[src/ils_pkg.sv]
// ---------------------------------------------------------------------------
// Indexed list store package
// Sizes, operation and status codes, and the structs shared between modules.
// ---------------------------------------------------------------------------
package ils_pkg;

    localparam int DEPTH   = 64;
    localparam int ADDR_W  = $clog2(DEPTH);
    localparam int CNT_W   = $clog2(DEPTH + 1);
    localparam int POS_W   = 6;
    localparam int MODE_W  = 3;
    localparam int WORD_W  = 32;
    localparam int CMP_W   = ((POS_W > CNT_W) ? POS_W : CNT_W) + 1;
    localparam int IN_W    = 40;
    localparam int OUT_W   = 48;

    typedef enum logic [MODE_W-1:0] {
        MODE_PUSH   = 3'd0,
        MODE_POP    = 3'd1,
        MODE_INSERT = 3'd2,
        MODE_REMOVE = 3'd3,
        MODE_GET    = 3'd4,
        MODE_FIND   = 3'd5,
        MODE_CLEAR  = 3'd6
    } mode_t;

    typedef enum logic [1:0] {
        ST_OK   = 2'd0,
        ST_MISS = 2'd1,
        ST_FULL = 2'd2
    } status_t;

    typedef enum logic [2:0] {
        S_IDLE,
        S_READ,
        S_SHIFT_UP,
        S_PUT,
        S_TAKE,
        S_SHIFT_DN,
        S_SCAN,
        S_DONE
    } state_t;

    typedef struct packed {
        logic              rd_en;
        logic [ADDR_W-1:0] rd_addr;
        logic              wr_en;
        logic [ADDR_W-1:0] wr_addr;
        logic [WORD_W-1:0] wr_data;
    } ram_req_t;

    typedef struct packed {
        logic signed [WORD_W-1:0] value;
        status_t                  status;
        logic [CNT_W-1:0]         count;
    } result_t;

endpackage

[src/ils_ram.sv]
// ---------------------------------------------------------------------------
// Simple dual-port RAM
// One write port and one read port, read data registered.
// ---------------------------------------------------------------------------
module ils_ram #(
    parameter int DATA_W = 32,
    parameter int DEPTH  = 64,
    parameter int ADDR_W = $clog2(DEPTH)
) (
    input  logic              clk,
    input  logic              wr_en,
    input  logic [ADDR_W-1:0] wr_addr,
    input  logic [DATA_W-1:0] wr_data,
    input  logic              rd_en,
    input  logic [ADDR_W-1:0] rd_addr,
    output logic [DATA_W-1:0] rd_data
);

    logic [DATA_W-1:0] mem [DEPTH];

    always_ff @(posedge clk) begin
        if (wr_en) begin
            mem[wr_addr] <= wr_data;
        end
    end

    always_ff @(posedge clk) begin
        if (rd_en) begin
            rd_data <= mem[rd_addr];
        end
    end

endmodule

[src/ils_ctrl.sv]
// ---------------------------------------------------------------------------
// Indexed list store sequencer
// Decodes a request, walks the RAM one entry per cycle and forms the result.
// ---------------------------------------------------------------------------
module ils_ctrl
    import ils_pkg::*;
(
    input  logic              aclk,
    input  logic              aresetn,
    input  logic              in_valid,
    output logic              in_ready,
    input  logic [MODE_W-1:0] in_mode,
    input  logic [POS_W-1:0]  in_pos,
    input  logic [WORD_W-1:0] in_elem,
    output ram_req_t          ram_req,
    input  logic [WORD_W-1:0] ram_rd_data,
    input  logic              out_free,
    output logic              res_load,
    output result_t           res
);

    state_t             state_reg, state_next;
    logic [CNT_W-1:0]   cnt_reg, cnt_next;
    logic [POS_W-1:0]   pos_reg, pos_next;
    logic [WORD_W-1:0]  elem_reg, elem_next;
    logic [ADDR_W-1:0]  idx_reg, idx_next;
    logic [WORD_W-1:0]  value_reg, value_next;
    status_t            status_reg, status_next;

    logic [CMP_W-1:0]   cnt_w, pos_w, in_pos_w, idx_w;
    logic               cnt_full, cnt_zero;

    assign cnt_w    = CMP_W'(cnt_reg);
    assign pos_w    = CMP_W'(pos_reg);
    assign in_pos_w = CMP_W'(in_pos);
    assign idx_w    = CMP_W'(idx_reg);
    assign cnt_full = (cnt_w == CMP_W'(DEPTH));
    assign cnt_zero = (cnt_reg == '0);

    assign in_ready = (state_reg == S_IDLE);

    assign res.value  = value_reg;
    assign res.status = status_reg;
    assign res.count  = cnt_reg;

    always_ff @(posedge aclk) begin
        if (!aresetn) begin
            state_reg <= S_IDLE;
            cnt_reg   <= '0;
        end else begin
            state_reg <= state_next;
            cnt_reg   <= cnt_next;
        end
    end

    always_ff @(posedge aclk) begin
        pos_reg    <= pos_next;
        elem_reg   <= elem_next;
        idx_reg    <= idx_next;
        value_reg  <= value_next;
        status_reg <= status_next;
    end

    always_comb begin
        state_next  = state_reg;
        cnt_next    = cnt_reg;
        pos_next    = pos_reg;
        elem_next   = elem_reg;
        idx_next    = idx_reg;
        value_next  = value_reg;
        status_next = status_reg;
        ram_req     = '0;
        res_load    = 1'b0;

        case (state_reg)
            S_IDLE: begin
                if (in_valid) begin
                    pos_next    = in_pos;
                    elem_next   = in_elem;
                    value_next  = '0;
                    status_next = ST_OK;
                    state_next  = S_DONE;
                    case (mode_t'(in_mode))
                        MODE_PUSH, MODE_INSERT: begin
                            if (cnt_full) begin
                                value_next  = '1;
                                status_next = ST_FULL;
                            end else if (mode_t'(in_mode) == MODE_PUSH || in_pos_w >= cnt_w) begin
                                ram_req.wr_en   = 1'b1;
                                ram_req.wr_addr = ADDR_W'(cnt_reg);
                                ram_req.wr_data = in_elem;
                                cnt_next        = cnt_reg + CNT_W'(1);
                            end else begin
                                // open a gap: move entries up from the top down
                                ram_req.rd_en   = 1'b1;
                                ram_req.rd_addr = ADDR_W'(cnt_reg - CNT_W'(1));
                                idx_next        = ADDR_W'(cnt_reg - CNT_W'(1));
                                state_next      = S_SHIFT_UP;
                            end
                        end
                        MODE_POP: begin
                            if (cnt_zero) begin
                                value_next  = '1;
                                status_next = ST_MISS;
                            end else begin
                                ram_req.rd_en   = 1'b1;
                                ram_req.rd_addr = ADDR_W'(cnt_reg - CNT_W'(1));
                                cnt_next        = cnt_reg - CNT_W'(1);
                                state_next      = S_READ;
                            end
                        end
                        MODE_GET: begin
                            if (in_pos_w >= cnt_w) begin
                                value_next  = '1;
                                status_next = ST_MISS;
                            end else begin
                                ram_req.rd_en   = 1'b1;
                                ram_req.rd_addr = ADDR_W'(in_pos);
                                state_next      = S_READ;
                            end
                        end
                        MODE_REMOVE: begin
                            if (in_pos_w >= cnt_w) begin
                                value_next  = '1;
                                status_next = ST_MISS;
                            end else begin
                                ram_req.rd_en   = 1'b1;
                                ram_req.rd_addr = ADDR_W'(in_pos);
                                idx_next        = ADDR_W'(in_pos);
                                state_next      = S_TAKE;
                            end
                        end
                        MODE_FIND: begin
                            if (cnt_zero) begin
                                value_next  = '1;
                                status_next = ST_MISS;
                            end else begin
                                ram_req.rd_en   = 1'b1;
                                ram_req.rd_addr = '0;
                                idx_next        = '0;
                                state_next      = S_SCAN;
                            end
                        end
                        MODE_CLEAR: begin
                            cnt_next = '0;
                        end
                        default: begin
                            // unused code: answer ok, leave the list alone
                        end
                    endcase
                end
            end

            S_READ: begin
                value_next = ram_rd_data;
                state_next = S_DONE;
            end

            S_SHIFT_UP: begin
                ram_req.wr_en   = 1'b1;
                ram_req.wr_addr = idx_reg + ADDR_W'(1);
                ram_req.wr_data = ram_rd_data;
                if (idx_w == pos_w) begin
                    state_next = S_PUT;
                end else begin
                    ram_req.rd_en   = 1'b1;
                    ram_req.rd_addr = idx_reg - ADDR_W'(1);
                    idx_next        = idx_reg - ADDR_W'(1);
                end
            end

            S_PUT: begin
                ram_req.wr_en   = 1'b1;
                ram_req.wr_addr = ADDR_W'(pos_reg);
                ram_req.wr_data = elem_reg;
                cnt_next        = cnt_reg + CNT_W'(1);
                state_next      = S_DONE;
            end

            S_TAKE: begin
                value_next = ram_rd_data;
                if (idx_w + CMP_W'(1) < cnt_w) begin
                    ram_req.rd_en   = 1'b1;
                    ram_req.rd_addr = idx_reg + ADDR_W'(1);
                    state_next      = S_SHIFT_DN;
                end else begin
                    cnt_next   = cnt_reg - CNT_W'(1);
                    state_next = S_DONE;
                end
            end

            S_SHIFT_DN: begin
                // close the gap: read runs one entry ahead of the write
                ram_req.wr_en   = 1'b1;
                ram_req.wr_addr = idx_reg;
                ram_req.wr_data = ram_rd_data;
                if (idx_w + CMP_W'(2) < cnt_w) begin
                    ram_req.rd_en   = 1'b1;
                    ram_req.rd_addr = idx_reg + ADDR_W'(2);
                    idx_next        = idx_reg + ADDR_W'(1);
                end else begin
                    cnt_next   = cnt_reg - CNT_W'(1);
                    state_next = S_DONE;
                end
            end

            S_SCAN: begin
                if (ram_rd_data == elem_reg) begin
                    value_next = WORD_W'(idx_reg);
                    state_next = S_DONE;
                end else if (idx_w + CMP_W'(1) < cnt_w) begin
                    ram_req.rd_en   = 1'b1;
                    ram_req.rd_addr = idx_reg + ADDR_W'(1);
                    idx_next        = idx_reg + ADDR_W'(1);
                end else begin
                    value_next  = '1;
                    status_next = ST_MISS;
                    state_next  = S_DONE;
                end
            end

            S_DONE: begin
                // hold the result until the output register frees up
                if (out_free) begin
                    res_load   = 1'b1;
                    state_next = S_IDLE;
                end
            end

            default: begin
                state_next = S_IDLE;
            end
        endcase
    end

endmodule

[src/ils_out_reg.sv]
// ---------------------------------------------------------------------------
// Indexed list store output register
// Holds one result on the master side until it is taken.
// ---------------------------------------------------------------------------
module ils_out_reg
    import ils_pkg::*;
(
    input  logic             aclk,
    input  logic             aresetn,
    input  logic             load,
    input  result_t          res,
    output logic             free,
    output logic             m_tvalid,
    input  logic             m_tready,
    output logic [OUT_W-1:0] m_tdata
);

    logic        valid_reg, valid_next;
    result_t     data_reg;

    assign free     = !valid_reg || m_tready;
    assign m_tvalid = valid_reg;
    assign m_tdata  = {{(OUT_W - WORD_W - 2 - CNT_W){1'b0}},
                       data_reg.count, data_reg.status, data_reg.value};

    always_comb begin
        valid_next = valid_reg;
        if (load) begin
            valid_next = 1'b1;
        end else if (m_tready) begin
            valid_next = 1'b0;
        end
    end

    always_ff @(posedge aclk) begin
        if (!aresetn) begin
            valid_reg <= 1'b0;
        end else begin
            valid_reg <= valid_next;
        end
    end

    always_ff @(posedge aclk) begin
        if (load) begin
            data_reg <= res;
        end
    end

endmodule

[src/indexed_list_store.sv]
// ---------------------------------------------------------------------------
// Indexed list store
// Bounded ordered list of signed 32-bit words in one RAM, with a count.
// ---------------------------------------------------------------------------
//   channel  | direction | tdata (low bit up)          | tuser
//   s_       | in        | position[5:0] element[31:0] | mode[2:0]
//   m_       | out       | value[31:0] status count    | -
//
// Push, clear, an insert at or past the count, and requests refused or failed
// at decode go straight to the output register; pop and get read the RAM once.
// An insert below the count shifts entries up, remove shifts them down and find
// scans from entry 0: the single RAM read port walks one entry per cycle. Reset
// empties the list at once (count to zero). A stalled output holds its result;
// the next request is taken while it waits and ends once the output frees up.
// ---------------------------------------------------------------------------
module indexed_list_store
    import ils_pkg::*;
(
    input  logic              aclk,
    input  logic              aresetn,
    input  logic              s_tvalid,
    output logic              s_tready,
    input  logic [IN_W-1:0]   s_tdata,   // position[5:0], element[37:6]
    input  logic [MODE_W-1:0] s_tuser,   // mode[2:0]
    output logic              m_tvalid,
    input  logic              m_tready,
    output logic [OUT_W-1:0]  m_tdata    // value[31:0], status[33:32], count[40:34]
);

    ram_req_t          ram_req;
    logic [WORD_W-1:0] ram_rd_data;
    logic              out_free;
    logic              res_load;
    result_t           res;

    ils_ctrl u_ctrl (
        .aclk        (aclk),
        .aresetn     (aresetn),
        .in_valid    (s_tvalid),
        .in_ready    (s_tready),
        .in_mode     (s_tuser),
        .in_pos      (s_tdata[POS_W-1:0]),
        .in_elem     (s_tdata[POS_W +: WORD_W]),
        .ram_req     (ram_req),
        .ram_rd_data (ram_rd_data),
        .out_free    (out_free),
        .res_load    (res_load),
        .res         (res)
    );

    ils_ram #(
        .DATA_W (WORD_W),
        .DEPTH  (DEPTH),
        .ADDR_W (ADDR_W)
    ) u_ram (
        .clk     (aclk),
        .wr_en   (ram_req.wr_en),
        .wr_addr (ram_req.wr_addr),
        .wr_data (ram_req.wr_data),
        .rd_en   (ram_req.rd_en),
        .rd_addr (ram_req.rd_addr),
        .rd_data (ram_rd_data)
    );

    ils_out_reg u_out (
        .aclk     (aclk),
        .aresetn  (aresetn),
        .load     (res_load),
        .res      (res),
        .free     (out_free),
        .m_tvalid (m_tvalid),
        .m_tready (m_tready),
        .m_tdata  (m_tdata)
    );

endmodule

[config.mk]
export PLATFORM = sky130hd
export DESIGN_NAME = indexed_list_store
export DESIGN_NICKNAME = d
export VERILOG_FILES = /design/src/ils_pkg.sv /design/src/ils_ram.sv /design/src/ils_ctrl.sv /design/src/ils_out_reg.sv /design/src/indexed_list_store.sv
export SDC_FILE = /design/constraint.sdc
export NUM_CORES = 2
export LEC_CHECK = 0
export BUFFER_PORTS_ARGS = -buffer_cell sky130_fd_sc_hd__buf_2
export CAP_MARGIN = 30
export CORE_ASPECT_RATIO = 1.2
export CORE_MARGIN = 2
export CORE_UTILIZATION = 25
export DETAILED_ROUTE_END_ITERATION = 10
export PLACE_DENSITY_LB_ADDON = 0.15
export SYNTH_ARGS = -nofsm -noshare
export SYNTH_HDL_FRONTEND = slang
export SYNTH_SLANG_ARGS = --single-unit
[constraint.sdc]
create_clock -name aclk -period 7.7 [get_ports aclk]
set_clock_uncertainty 0.2 [all_clocks]
set_input_delay 1.155 -clock aclk [delete_from_list [all_inputs] [get_ports aclk]]
set_output_delay 1.155 -clock aclk [all_outputs]
set_load 0.03 [all_outputs]
==> flow_summary.ini <==
[outcome]
status = complete, no violations

[yosys]
ys_ff_latch = 2210
syn_area_per_cell_sq_um = 17.9
synth-main-ff-cell = edfxtp_1
ys_async_sr_fraction_pct = 0
synth-seq-area-share_pct = 76.7
synth_cell_type_count = 65
synth_edf_count = 2199
synthCells = 4828
synth_area_sq_um = 86300
yosys_warnings = 0

[placement]
dp.cells = 9497
place_area_sq_um = 95300
dp_hpwl_mm = 169
io_buffers = 87
place_congestion = 0.813

[global_route]
antenna_found_initial = 14
grt_usage_pct = 15.3
grt_pass1_vias = 47000
grt_first_pass_wirelength_mm = 381
grt_max_degree = 94
grt-ovfl-total = 0

[routing]
viasPerCell = 4.66
drt_first_pass_iters = 8
dr.first_iter.drc_count = 3379
dr_total_vias = 46200
post-route-drc-count = 0
wire_per_inst_um = 27.8
drt_wl_total_mm = 275
ant_nets = 0

[power_and_ir_drop]
power_mw = 46.2
worst_ir_drop_vdd_v = 0.000388
power_density_nw_per_um2 = 451
total_leakage_power_nw = 33.1

[die]
ios = 97
start_util_pct = 25.1
die_h_um = 648
dieArea_sq_um = 350000
coreArea_sq_um = 344000
die_x_um = 540
row_count = 236

[clocking]
postCtsHoldBufs = 0
ctsHtreeMaxLevel = 4
post_cts_buffers = 0
cts_resized = 0
cts_inserted_buffers = 231
clock_latency_ns = 0.89
cts_tree = yes
cts_buffer_depth = 4
cts.sinks = 2210
cts-root-buf = clkbuf_16
clk_pin_slew_ns = 0.06

[final_layout]
drive_gt1_share_pct = 15.7
syn_to_final_growth_pct = 18.6
final_area_sq_um = 102000
regMostFlops = u_ram.mem
largest_reg_flops = 2048
layout.cells.non_filler = 9909
final_common_cell = edfxtp_1
final_cell_mix = 2,199 x edfxtp_1, 1,027 x mux2i_1, 517 x o22ai_1
nets = 5285

[sta]
fin_tns_setup_ns = 0
rsz0062_at_grt = false
hold_viol_final = 0
whs_ns = 0.217
final-setup-viol-count = 0
finalCritPeriodShare_pct = 84.8
slew_violations = 0
max-slew-margin-rel_pct = 25.4
max_freq_mhz = 153
period_needed_ns = 6.53
worst_pin_slew_ns = 1.10

[critical_path]
start_kind = flop
crit_arrival_ns = 6.90
crit_path_max_fanout = 93
cp-end-kind = flop
path_class = flop to flop
cp_data_required_time_ns = 8.07

[min_path]
hold_class = flop to flop

[job]
maxCapViolCount = 0
-- worst max-delay path, stage by stage (launching register included) --
cell and delay (ns):
edfxtp_1 0.77, nand4_1 0.19, xnor2_1 0.56, ha_1 0.38, nand4_1 0.08, and3_1 0.16, o21ai_1 0.26, or3_1 0.42
o2111ai_1 0.16, a221o_4 0.84, buf_12 0.50, mux2i_1 0.33, o22ai_1 0.15, o41ai_1 0.79, nand4_1 0.18
-- worst paths after layout --
| kind | start | slack, ns | depth (start not counted) | end |
|---|---|---|---|---|
| worst max-delay path | u_ctrl.idx_reg[0] | 1.17 | 14 | u_ram.rd_data[19] |
| worst min-delay path | u_ctrl.value_reg[31] | 0.22 | 0 | u_out.m_tdata[31] |
| worst max register to register | u_ctrl.idx_reg[0] | 1.17 | 14 | u_ram.rd_data[19] |
| worst min register to register | u_ctrl.value_reg[31] | 0.22 | 0 | u_out.m_tdata[31] |
-- synth_stat cells (11+ instances only) --
cell type  number  share of area, %
edfxtp_1     2199                76
mux2i_1      1027                12
o22ai_1       517               3.7
buf_2         129              0.75
o41ai_1       127               1.3
clkbuf_1      121              0.53
nor2_1        118              0.51
nand2_1        58              0.25
inv_1          55              0.24
nand4_1        41              0.30
xor2_1         37              0.38
a222oi_1       35              0.41
a21oi_1        33              0.19
a21o_1         31              0.27
nand3_1        26              0.15
ha_1           25              0.36
o21ai_0        22              0.13
buf_4          20              0.17
xnor2_1        19              0.19
buf_1          14             0.061
a221o_1        12              0.14
nor2b_1        12             0.087
nor4_1         12             0.087
dfxtp_1        11              0.26
nand2b_1       11             0.080
nor3_1         11             0.064
-- routing by layer --
metal	vias up	GRT usage [%]	routed length (um)
met2	1073	27.3	140000
met3	342	1.73	10700
met5	-	0	0
li1	20500	-	-
met4	0	3.70	6210
met1	24300	19.7	119000
-- report_power, final --
part,switching [mW],internal (mW)
logic,12.2,6.32
registers,0.566,16.3
clock network,4.66,6.07
-- layout make-up --
| type | count | area, sq um |
|---|---|---|
| Antenna cell | 10 | 25.0 |
| Clock buffer | 269 | 5970 |
| Clock inverter | 128 | 1050 |
| Fill cell | 33800 | 242000 |
| Inverter | 57 | 214 |
| Multi-Input combinational cell | 2276 | 19200 |
| Sequential cell | 2210 | 66300 |
| Tap cell | 4522 | 5660 |
| Timing Repair Buffer | 437 | 4070 |
-- kinds of logic (layout without fill, tap and decap cells) --
kind of cell	after synthesis	count (layout)	share of synthesized area, %
simple gates	307	307	1.69
buf+inv	348	891	1.85
other cells	1	17	0.00434
compound gates	854	854	6.89
flops	2210	2210	76.7
xor+xnor	56	56	0.568
mux	1027	1027	11.9
fa+ha+maj	25	25	0.362
-- per-stage QoR --
step	util [%]	setup WS (ns)
after CTS	29.7	1.26
after global placement	27.6	1.19
final	29.8	1.17
after detailed placement	27.7	1.27
after global routing	29.8	0.954
after floorplan	-	2.32
No activity file was read; power rests on OpenSTA's default activity.
